`src/hw/rtl/eoc_pkg.sv`:
```
package eoc_pkg;

    localparam int ANGLE_BITS_DEF  = 16;
    localparam int SAMPLE_BITS_DEF = 24;
    localparam int COUNT_BITS_DEF  = 16;

    localparam int STEP_W      = 16;
    localparam int POWER_W     = 12;
    localparam int TOTAL_W     = 16;
    localparam int PHASE_W     = 3;
    localparam int CFG_DATA_W  = 16;
    localparam int CFG_INDEX_W = 2;

    typedef logic [CFG_INDEX_W-1:0] cfg_index_t;

    localparam cfg_index_t CFG_STEP_ANGLE  = 2'd0;
    localparam cfg_index_t CFG_CALIB_POWER = 2'd1;
    localparam cfg_index_t CFG_TOTAL_STEPS = 2'd2;

    localparam logic [STEP_W-1:0]  STEP_ANGLE_RST  = 16'd256;
    localparam logic [POWER_W-1:0] CALIB_POWER_RST = 12'd400;
    localparam logic [TOTAL_W-1:0] TOTAL_STEPS_RST = 16'd4096;

    localparam logic [PHASE_W-1:0] PH_IDLE  = 3'd0;
    localparam logic [PHASE_W-1:0] PH_FIND  = 3'd1;
    localparam logic [PHASE_W-1:0] PH_GOTO  = 3'd2;
    localparam logic [PHASE_W-1:0] PH_SWEEP = 3'd3;
    localparam logic [PHASE_W-1:0] PH_DONE  = 3'd4;

    localparam int ZERO_WINDOW = 10;

endpackage

```
`src/hw/rtl/eoc_in_if.sv`:
```
interface eoc_in_if #(
    parameter int SAMPLE_BITS = eoc_pkg::SAMPLE_BITS_DEF
);
    logic                          valid;
    logic                          ready;
    logic                          cmd;
    logic signed [SAMPLE_BITS-1:0] encoder_sample;

    modport source (output valid, output cmd, output encoder_sample, input ready);
    modport sink   (input valid, input cmd, input encoder_sample, output ready);
endinterface

```
`src/hw/rtl/eoc_out_if.sv`:
```
interface eoc_out_if #(
    parameter int ANGLE_BITS  = eoc_pkg::ANGLE_BITS_DEF,
    parameter int SAMPLE_BITS = eoc_pkg::SAMPLE_BITS_DEF
);
    logic                             valid;
    logic                             ready;
    logic [ANGLE_BITS-1:0]            drive_angle;
    logic [eoc_pkg::POWER_W-1:0]      drive_power;
    logic signed [SAMPLE_BITS-1:0]    offset_value;
    logic [eoc_pkg::PHASE_W-1:0]      phase;

    modport source (output valid, output drive_angle, output drive_power,
                    output offset_value, output phase, input ready);
    modport sink   (input valid, input drive_angle, input drive_power,
                    input offset_value, input phase, output ready);
endinterface

```
`src/hw/rtl/encoder_offset_calibration.sv`:
```
// a request's result is loaded in the OUT state after the EXEC state; a sweep request
//   that ends the sweep goes from EXEC to DIV and waits there for the serial divider
// a new request is taken only in the idle state, once the previous result is loaded
// a result held by a stalled receiver holds off the next request
// the divider retires one quotient bit per cycle over the whole exact sum
// reset: phase idle, run state cleared, registers at step 256, power 400, 4096 steps
module encoder_offset_calibration #(
    parameter int ANGLE_BITS  = eoc_pkg::ANGLE_BITS_DEF,
    parameter int SAMPLE_BITS = eoc_pkg::SAMPLE_BITS_DEF,
    parameter int COUNT_BITS  = eoc_pkg::COUNT_BITS_DEF
) (
    input  logic                            clk,
    input  logic                            rst_n,
    input  logic                            cfg_we,
    input  eoc_pkg::cfg_index_t             cfg_index,
    input  logic [eoc_pkg::CFG_DATA_W-1:0]  cfg_data,
    eoc_in_if.sink                          cmd_ch,
    eoc_out_if.source                       result_ch
);
    import eoc_pkg::*;

    localparam int AW   = ((ANGLE_BITS > STEP_W) ? ANGLE_BITS : STEP_W) + 1;
    localparam int MW   = ANGLE_BITS + STEP_W;
    localparam int SUMW = SAMPLE_BITS + COUNT_BITS;
    localparam int NW   = COUNT_BITS + 1;
    localparam int CW   = (NW > TOTAL_W) ? NW : TOTAL_W;
    localparam logic [AW-1:0] TURN = AW'(1) << ANGLE_BITS;

    localparam logic [1:0] ST_IDLE = 2'd0;
    localparam logic [1:0] ST_EXEC = 2'd1;
    localparam logic [1:0] ST_DIV  = 2'd2;
    localparam logic [1:0] ST_OUT  = 2'd3;

    logic [1:0]                state_reg, state_next;
    logic [STEP_W-1:0]         step_reg;
    logic [POWER_W-1:0]        calib_reg;
    logic [TOTAL_W-1:0]        total_reg;

    logic [PHASE_W-1:0]        phase_reg, phase_next;
    logic [ANGLE_BITS-1:0]     angle_reg, angle_next;
    logic [COUNT_BITS-1:0]     index_reg, index_next;
    logic signed [SUMW-1:0]    sum_reg, sum_next;
    logic [SAMPLE_BITS-1:0]    offset_reg, offset_next;
    logic [POWER_W-1:0]        power_reg, power_next;

    logic                      cmd_reg;
    logic [SAMPLE_BITS-1:0]    sample_reg;
    logic [ANGLE_BITS-1:0]     prod_reg;
    logic                      neg_reg, neg_next;

    logic                      out_valid_reg;
    logic [ANGLE_BITS-1:0]     out_angle_reg;
    logic [POWER_W-1:0]        out_power_reg;
    logic [SAMPLE_BITS-1:0]    out_offset_reg;
    logic [PHASE_W-1:0]        out_phase_reg;

    logic                      accept;
    logic                      load_out;
    logic [MW-1:0]             prod_full;
    logic signed [SUMW-1:0]    sample_ext;
    logic signed [SUMW-1:0]    sum_add;
    logic [SUMW-1:0]           sum_mag;
    logic [AW-1:0]             angle_inc;
    logic [AW-1:0]             angle_dec;
    logic [NW-1:0]             count_next;
    logic                      sweep_end;
    logic                      in_window;
    logic                      sample_pos;
    logic [POWER_W-1:0]        half_power;
    logic                      div_start;
    logic                      div_done;
    logic [SUMW-1:0]           div_quo;
    logic [SAMPLE_BITS-1:0]    quo_trunc;

    assign accept   = cmd_ch.valid && (state_reg == ST_IDLE);
    assign load_out = (state_reg == ST_OUT) && (!out_valid_reg || result_ch.ready);
    assign cmd_ch.ready = (state_reg == ST_IDLE);

    assign prod_full = MW'(index_reg) * MW'(step_reg);

    always_comb
    begin
        sample_ext = {{COUNT_BITS{sample_reg[SAMPLE_BITS-1]}}, sample_reg};
        sum_add    = sum_reg + sample_ext;
        sum_mag    = sum_add[SUMW-1] ? SUMW'(-sum_add) : SUMW'(sum_add);
        angle_inc  = AW'(angle_reg) + AW'(step_reg);
        angle_dec  = AW'(angle_reg) - AW'(step_reg);
        count_next = NW'(index_reg) + NW'(1);
        sweep_end  = (CW'(count_next) >= CW'(total_reg)) || count_next[COUNT_BITS];
        in_window  = !sample_reg[SAMPLE_BITS-1]
                     && (sample_reg < SAMPLE_BITS'(ZERO_WINDOW));
        sample_pos = !sample_reg[SAMPLE_BITS-1] && (|sample_reg);
        half_power = {1'b0, calib_reg[POWER_W-1:1]};
        quo_trunc  = div_quo[SAMPLE_BITS-1:0];
    end

    always_comb
    begin
        state_next  = state_reg;
        phase_next  = phase_reg;
        angle_next  = angle_reg;
        index_next  = index_reg;
        sum_next    = sum_reg;
        offset_next = offset_reg;
        power_next  = power_reg;
        neg_next    = neg_reg;
        div_start   = 1'b0;
        case (state_reg)
            ST_IDLE:
            begin
                if (accept)
                begin
                    state_next = ST_EXEC;
                end
            end
            ST_EXEC:
            begin
                state_next = ST_OUT;
                if (cmd_reg)
                begin
                    phase_next  = PH_FIND;
                    angle_next  = '0;
                    index_next  = '0;
                    sum_next    = '0;
                    offset_next = '0;
                    power_next  = '0;
                end
                else
                begin
                    case (phase_reg)
                        PH_FIND:
                        begin
                            if (in_window)
                            begin
                                phase_next = PH_GOTO;
                            end
                            else if (sample_pos)
                            begin
                                angle_next = angle_dec[ANGLE_BITS-1:0];
                            end
                            else
                            begin
                                angle_next = angle_inc[ANGLE_BITS-1:0];
                            end
                            power_next = half_power;
                        end
                        PH_GOTO:
                        begin
                            if (angle_inc >= TURN)
                            begin
                                angle_next = '0;
                                phase_next = PH_SWEEP;
                            end
                            else
                            begin
                                angle_next = angle_inc[ANGLE_BITS-1:0];
                            end
                            power_next = half_power;
                        end
                        PH_SWEEP:
                        begin
                            angle_next = prod_reg;
                            power_next = calib_reg;
                            sum_next   = sum_add;
                            index_next = count_next[COUNT_BITS-1:0];
                            if (sweep_end)
                            begin
                                power_next = '0;
                                phase_next = PH_DONE;
                                neg_next   = sum_add[SUMW-1];
                                div_start  = 1'b1;
                                state_next = ST_DIV;
                            end
                        end
                        default:
                        begin
                            power_next = '0;
                        end
                    endcase
                end
            end
            ST_DIV:
            begin
                if (div_done)
                begin
                    offset_next = neg_reg ? SAMPLE_BITS'(-quo_trunc) : quo_trunc;
                    state_next  = ST_OUT;
                end
            end
            ST_OUT:
            begin
                if (load_out)
                begin
                    state_next = ST_IDLE;
                end
            end
            default:
            begin
                state_next = ST_IDLE;
            end
        endcase
    end

    eoc_div #(
        .DIVIDEND_W (SUMW),
        .DIVISOR_W  (NW)
    ) u_div (
        .clk      (clk),
        .rst_n    (rst_n),
        .start    (div_start),
        .dividend (sum_mag),
        .divisor  (count_next),
        .done     (div_done),
        .quotient (div_quo)
    );

    always_ff @(posedge clk or negedge rst_n)
    begin
        if (!rst_n)
        begin
            state_reg     <= ST_IDLE;
            step_reg      <= STEP_ANGLE_RST;
            calib_reg     <= CALIB_POWER_RST;
            total_reg     <= TOTAL_STEPS_RST;
            phase_reg     <= PH_IDLE;
            angle_reg     <= '0;
            index_reg     <= '0;
            sum_reg       <= '0;
            offset_reg    <= '0;
            power_reg     <= '0;
            neg_reg       <= 1'b0;
            out_valid_reg <= 1'b0;
        end
        else
        begin
            state_reg  <= state_next;
            phase_reg  <= phase_next;
            angle_reg  <= angle_next;
            index_reg  <= index_next;
            sum_reg    <= sum_next;
            offset_reg <= offset_next;
            power_reg  <= power_next;
            neg_reg    <= neg_next;
            if (cfg_we)
            begin
                case (cfg_index)
                    CFG_STEP_ANGLE:  step_reg  <= cfg_data[STEP_W-1:0];
                    CFG_CALIB_POWER: calib_reg <= cfg_data[POWER_W-1:0];
                    CFG_TOTAL_STEPS: total_reg <= cfg_data[TOTAL_W-1:0];
                    default:         ;
                endcase
            end
            if (load_out)
            begin
                out_valid_reg <= 1'b1;
            end
            else if (result_ch.ready)
            begin
                out_valid_reg <= 1'b0;
            end
        end
    end

    // request capture and result payload
    always_ff @(posedge clk)
    begin
        if (accept)
        begin
            cmd_reg    <= cmd_ch.cmd;
            sample_reg <= cmd_ch.encoder_sample;
            prod_reg   <= prod_full[ANGLE_BITS-1:0];
        end
        if (load_out)
        begin
            out_angle_reg  <= angle_reg;
            out_power_reg  <= power_reg;
            out_offset_reg <= offset_reg;
            out_phase_reg  <= phase_reg;
        end
    end

    assign result_ch.valid        = out_valid_reg;
    assign result_ch.drive_angle  = out_angle_reg;
    assign result_ch.drive_power  = out_power_reg;
    assign result_ch.offset_value = out_offset_reg;
    assign result_ch.phase        = out_phase_reg;

endmodule

```
`src/hw/rtl/eoc_div.sv`:
```
module eoc_div #(
    parameter int DIVIDEND_W = eoc_pkg::SAMPLE_BITS_DEF + eoc_pkg::COUNT_BITS_DEF,
    parameter int DIVISOR_W  = eoc_pkg::COUNT_BITS_DEF + 1
) (
    input  logic                  clk,
    input  logic                  rst_n,
    input  logic                  start,
    input  logic [DIVIDEND_W-1:0] dividend,
    input  logic [DIVISOR_W-1:0]  divisor,
    output logic                  done,
    output logic [DIVIDEND_W-1:0] quotient
);
    localparam int CNT_W = (DIVIDEND_W > 1) ? $clog2(DIVIDEND_W) : 1;
    localparam int REM_W = DIVISOR_W + 1;

    logic                  busy_reg;
    logic                  done_reg;
    logic [CNT_W-1:0]      count_reg;
    logic [REM_W-1:0]      rem_reg;
    logic [DIVIDEND_W-1:0] quo_reg;
    logic [DIVISOR_W-1:0]  div_reg;

    logic [REM_W-1:0] shifted;
    logic [REM_W:0]   trial;
    logic             fits;

    // one quotient bit per cycle, restoring
    always_comb
    begin
        shifted = {rem_reg[REM_W-2:0], quo_reg[DIVIDEND_W-1]};
        trial   = {1'b0, shifted} - {2'b00, div_reg};
        fits    = !trial[REM_W];
    end

    always_ff @(posedge clk or negedge rst_n)
    begin
        if (!rst_n)
        begin
            busy_reg  <= 1'b0;
            done_reg  <= 1'b0;
            count_reg <= '0;
        end
        else
        begin
            done_reg <= 1'b0;
            if (start)
            begin
                busy_reg  <= 1'b1;
                count_reg <= '0;
            end
            else if (busy_reg)
            begin
                if (count_reg == CNT_W'(DIVIDEND_W - 1))
                begin
                    busy_reg <= 1'b0;
                    done_reg <= 1'b1;
                end
                else
                begin
                    count_reg <= count_reg + 1'b1;
                end
            end
        end
    end

    always_ff @(posedge clk)
    begin
        if (start)
        begin
            rem_reg <= '0;
            quo_reg <= dividend;
            div_reg <= divisor;
        end
        else if (busy_reg)
        begin
            rem_reg <= fits ? trial[REM_W-1:0] : shifted;
            quo_reg <= {quo_reg[DIVIDEND_W-2:0], fits};
        end
    end

    assign done     = done_reg;
    assign quotient = quo_reg;

endmodule
```
`src/flat_wrapper.sv`:
```
// flat-port wrapper written by rule: the top's interface ports become plain ports
module encoder_offset_calibration_flat import eoc_pkg::*;
#(
    parameter int ANGLE_BITS  = eoc_pkg::ANGLE_BITS_DEF,
    parameter int SAMPLE_BITS = eoc_pkg::SAMPLE_BITS_DEF,
    parameter int COUNT_BITS  = eoc_pkg::COUNT_BITS_DEF
)
  (clk, rst_n, cfg_we, cfg_index, cfg_data, cmd_ch_valid, cmd_ch_cmd, cmd_ch_encoder_sample, cmd_ch_ready, result_ch_valid, result_ch_drive_angle, result_ch_drive_power, result_ch_offset_value, result_ch_phase, result_ch_ready);
  eoc_in_if #(.SAMPLE_BITS(SAMPLE_BITS)) cmd_ch_i ();
  eoc_out_if #(.ANGLE_BITS(ANGLE_BITS), .SAMPLE_BITS(SAMPLE_BITS)) result_ch_i ();
  input  logic clk;
  input  logic rst_n;
  input  logic cfg_we;
  input  eoc_pkg::cfg_index_t cfg_index;
  input  logic [eoc_pkg::CFG_DATA_W-1:0] cfg_data;
  input wire logic [$bits(cmd_ch_i.valid)-1:0] cmd_ch_valid;
  input wire logic [$bits(cmd_ch_i.cmd)-1:0] cmd_ch_cmd;
  input wire logic [$bits(cmd_ch_i.encoder_sample)-1:0] cmd_ch_encoder_sample;
  output wire logic [$bits(cmd_ch_i.ready)-1:0] cmd_ch_ready;
  output wire logic [$bits(result_ch_i.valid)-1:0] result_ch_valid;
  output wire logic [$bits(result_ch_i.drive_angle)-1:0] result_ch_drive_angle;
  output wire logic [$bits(result_ch_i.drive_power)-1:0] result_ch_drive_power;
  output wire logic [$bits(result_ch_i.offset_value)-1:0] result_ch_offset_value;
  output wire logic [$bits(result_ch_i.phase)-1:0] result_ch_phase;
  input wire logic [$bits(result_ch_i.ready)-1:0] result_ch_ready;
  assign cmd_ch_i.valid = cmd_ch_valid;
  assign cmd_ch_i.cmd = cmd_ch_cmd;
  assign cmd_ch_i.encoder_sample = cmd_ch_encoder_sample;
  assign cmd_ch_ready = cmd_ch_i.ready;
  assign result_ch_valid = result_ch_i.valid;
  assign result_ch_drive_angle = result_ch_i.drive_angle;
  assign result_ch_drive_power = result_ch_i.drive_power;
  assign result_ch_offset_value = result_ch_i.offset_value;
  assign result_ch_phase = result_ch_i.phase;
  assign result_ch_i.ready = result_ch_ready;
  encoder_offset_calibration #(.ANGLE_BITS(ANGLE_BITS), .SAMPLE_BITS(SAMPLE_BITS), .COUNT_BITS(COUNT_BITS)) u_core (.clk(clk), .rst_n(rst_n), .cfg_we(cfg_we), .cfg_index(cfg_index), .cfg_data(cfg_data), .cmd_ch(cmd_ch_i), .result_ch(result_ch_i));
endmodule
```
`config.mk`:
```
export PLATFORM = sky130hd
export DESIGN_NAME = encoder_offset_calibration_flat
export DESIGN_NICKNAME = d
export VERILOG_FILES = /design/src/hw/rtl/eoc_pkg.sv /design/src/hw/rtl/eoc_in_if.sv /design/src/hw/rtl/eoc_out_if.sv /design/src/hw/rtl/encoder_offset_calibration.sv /design/src/hw/rtl/eoc_div.sv /design/src/flat_wrapper.sv
export SDC_FILE = /design/constraint.sdc
export NUM_CORES = 1
export LEC_CHECK = 0
export BUFFER_PORTS_ARGS = -buffer_cell sky130_fd_sc_hd__buf_2
export CORE_UTILIZATION = 60
export CTS_CLUSTER_DIAMETER = 30
export DETAILED_ROUTE_END_ITERATION = 8
export PLACE_DENSITY_LB_ADDON = 0.25
export SLEW_MARGIN = 20
export SYNTH_ARGS = -nofsm -noshare
export SYNTH_HDL_FRONTEND = slang
export SYNTH_SLANG_ARGS = --single-unit
```
`constraint.sdc`:
```
create_clock -name clk -period 6.21 [get_ports clk]
set_clock_uncertainty 0.1 [all_clocks]
set_input_delay 0.3105 -clock clk [delete_from_list [all_inputs] [get_ports clk]]
set_output_delay 0.3105 -clock clk [all_outputs]
set_load 0.01 [all_outputs]
```
==> reports/metrics.cfg <==
[cells_and_area]
finish.utilization_pct=72.36
filler_cell_count=2691
nNetsFinal=2817
drive_gt1_share_pct=13.55
area_growth_pct=18.02

[routing]
drt-wirelength-per-cell_um=19.86
via_count=18710
dr.first_iter.drc_count=1894
wl_um=61590
drtPass1Iterations=6
ant_nets=0
drc=0
viasPerCell=6.031

[floorplan]
die_height_um=198.9
start_util_pct=61.31
pin_count=105
rows=71
core-area_mm2=0.03793
die_w_um=198.9
die_area_mm2=0.03955

[sta]
worstMarginPinSlew_ps=1114
finalCriticalPeriod_ps=5606
max_freq_mhz=178.4
finalCritPeriodShare_pct=90.27
relSlewSlack_pct=24.76
finalMaxSlewViolations=0
rsz0062_at_grt=false
finalSetupViolCount=0
fin_setup_tns_ps=0
hold_viol_final=0

[place]
place.gp.congestion=0.9378
io_buffers=104
hpwlAfterDp_um=43640

[logic_synthesis]
synth_ff_type=dfrtp_1
synth_cells=2385
synth-edff-count=153
syn_nets=2677
synth.distinct_cells=87
synth_area_mm2=0.02325
ys_ff_latch=337
synth_warnings=0
yosysSeqAreaShare_pct=39.22
syn_avg_cell_area_um2=9.750
ys_async_sr_fraction_pct=49.55

[global_route]
grt-ovfl-total=0
grt_pass1_wl_um=97860
grtUsageTotal_pct=32.01
grt.busiest_layer=met2
grt_max_degree=81
grt_use_met1_pct=45.23
grt_use_met3_pct=6.019
antenna_found_initial=1
gr-usage-met2_pct=47.88
grt_pass1_vias=18140

[power]
finalPower_w=0.009170
power_leakage_nw=12.25
pwr_density_cell_mw_per_mm2=334.1
vdd_drop_max_mv=0.3031

[critical_path]
cp_slowest_cell=dfrtp_1
worstSetupEndpointType=flip-flop
cp_common_cell=fa_1
cp.required_ps=6430
cp_num_buf_inv=2
worstSetupStartpointType=flip-flop
cp_data_arrival_time_ps=5820
r2r_setup_slack_ps=600
cp_top_family=adder cells
path_max_fanout=11
critPathMaxStageDelay_ps=630
path_class=reg -> reg
path_cells=and2_1, fa_1, fa_1, ha_1, fa_1, inv_1, fa_1, fa_1, inv_1, ha_1, a21oi_1, nor2b_1, o21a_1, nor2_1, o21bai_1, a21oi_1, o21ai_0, xnor2_1

[run]
cap_violations=0

[clock_tree]
insertion_delay_ps=600
cts_buffers=77
htreeDepth=3
clk_path_buf_depth=3
cts_num_sinks=337
cts_root_buffer=clkbuf_16
clkSlewWorstSetupHoldPaths_ps=50
cts_tree=yes

[hold_path]
hold_path.class=in -> async

[outcome]
outcome=finished, final reports clean

cell families after synthesis:
| group | after synthesis | share of synthesized area, % |
|---|---|---|
| and+or+nand+nor | 676 | 14.54 |
| adders and majority gates | 244 | 15.84 |
| xor gates and xnor gates | 183 | 6.925 |
| muxes | 52 | 2.400 |
| AOI/OAI and AO/OA | 564 | 15.73 |
| buffers and inverters | 329 | 5.343 |
| DFF | 337 | 39.22 |
worst register-to-register path, stage by stage, from the launching register on:
cell	delay, ps
dfrtp_1	630
and2_1	230
fa_1	470
fa_1	510
ha_1	230
fa_1	530
inv_1	50
fa_1	490
fa_1	550
inv_1	40
ha_1	320
a21oi_1	210
nor2b_1	70
o21a_1	160
nor2_1	150
o21bai_1	80
a21oi_1	210
o21ai_0	140
xnor2_1	140
metal layers:
metal / up-vias / part of all wire, %
met4: 2 / 4.1
met2: 814 / 44
met1: 9079 / 43
met5: - / 0.019
met3: 165 / 8.4
li1: 8649 / -
timing repair:
item,in CTS,in global routing
setup endpoints to repair,0,0
hold buffers,43,0
buffers inserted,0,0
resized for setup,0,0
hold endpoints to repair,119,0
final timing paths:
| path | depth (start not counted) | start | endpoint |
|---|---|---|---|
| min in group clk | 5 | cmd_ch_valid | u_core.state_reg[0] |
| setup / recovery | 18 | u_core.index_reg[3] | u_core.prod_reg[15] |
| hold / removal | 2 | rst_n | u_core.power_reg[8] |
| setup reg to reg | 18 | u_core.index_reg[3] | u_core.prod_reg[15] |
| hold reg to reg | 0 | u_core.offset_reg[7] | u_core.result_ch.offset_value[7] |
| max in group asynchronous | 3 | rst_n | u_core.angle_reg[6] |
layout by cell type, fill, tap and decap left out, types with 22 or more instances in the layout:
master / count
ha_1: 160
xnor2_1: 105
nor3_1: 25
xor2_1: 77
mux2_2: 30
edfxtp_1: 153
a21o_1: 22
a22o_1: 30
o31ai_1: 22
mux2i_1: 22
nor2_1: 129
buf_4: 26
nand3_1: 33
clkbuf_16: 82
buf_2: 103
o21ai_0: 183
a21oi_1: 113
fa_1: 84
dfrtp_1: 162
nand2b_1: 25
dlygate4sd3_1: 43
and2_1: 72
inv_1: 215
nand2_1: 260
metrics by stage:
step / hold slack (ps) / setup WS [ps] / cell area (µm²) / instances
3_5_place_dp: 192.3 / 614.8 / 24220 / 2913
3_3_place_gp: 180.8 / 682.1 / 24220 / 2913
6_report: 112.7 / 604.2 / 27450 / 3102
4_1_cts: 90.42 / 595.6 / 27430 / 3100
5_1_grt: 122.5 / 288.1 / 27440 / 3101
2_1_floorplan: -85.09 / 802.8 / 23250 / 2385
area by class of cell:
class                           instances  area [µm²]  share of cell area, %
Tap cell                              511       639.4                  2.330
Inverter                              216       810.8                  2.954
Timing Repair Buffer                  174        1167                  4.253
Multi-Input combinational cell       1719       12930                  47.11
Sequential cell                       337        9120                  33.23
Antenna cell                            1       2.502               0.009117
Clock inverter                         56       650.6                  2.371
Clock buffer                           88        2125                  7.741
where the power goes:
part | total [W] | switching [W] | internal [W]
combinational | 0.00196 | 0.00124 | 0.000720
sequential | 0.00294 | 0.000259 | 0.00269
clock | 0.00426 | 0.00140 | 0.00286
total | 0.00917 | 0.00290 | 0.00627
synthesized netlist by cell type, drive strengths merged (10+ instances only):
cell type	number	area, µm²
o211ai	15	117.6
o21a	13	97.59
xnor2	105	919.6
nand3	33	165.2
nor4	20	170.2
or3	13	81.33
nor3b	11	82.58
dfrtp	162	4054
a21o	22	165.2
fa	84	1682
clkbuf	103	386.6
ha	160	2002
and3	21	131.4
nor3	26	130.1
buf	10	45.04
a211oi	23	182.7
nand2	260	975.9
mux2	30	337.8
mux2i	22	220.2
a221oi	10	87.58
nor2	129	484.2
edfxtp	153	4594
nand2b	26	162.7
dfxtp	17	340.3
o21ai	193	969.7
o21bai	12	90.09
a31oi	14	87.58
and2	74	462.9
o2bb2ai	11	96.34
a22oi	12	90.09
xor2	78	690.7
a21oi	113	565.5
o31ai	23	177.7
nor2b	17	106.4
inv	215	807.0
nand4	11	68.82
a22o	30	262.8
Note: power is estimated with default switching activity, not from simulation.
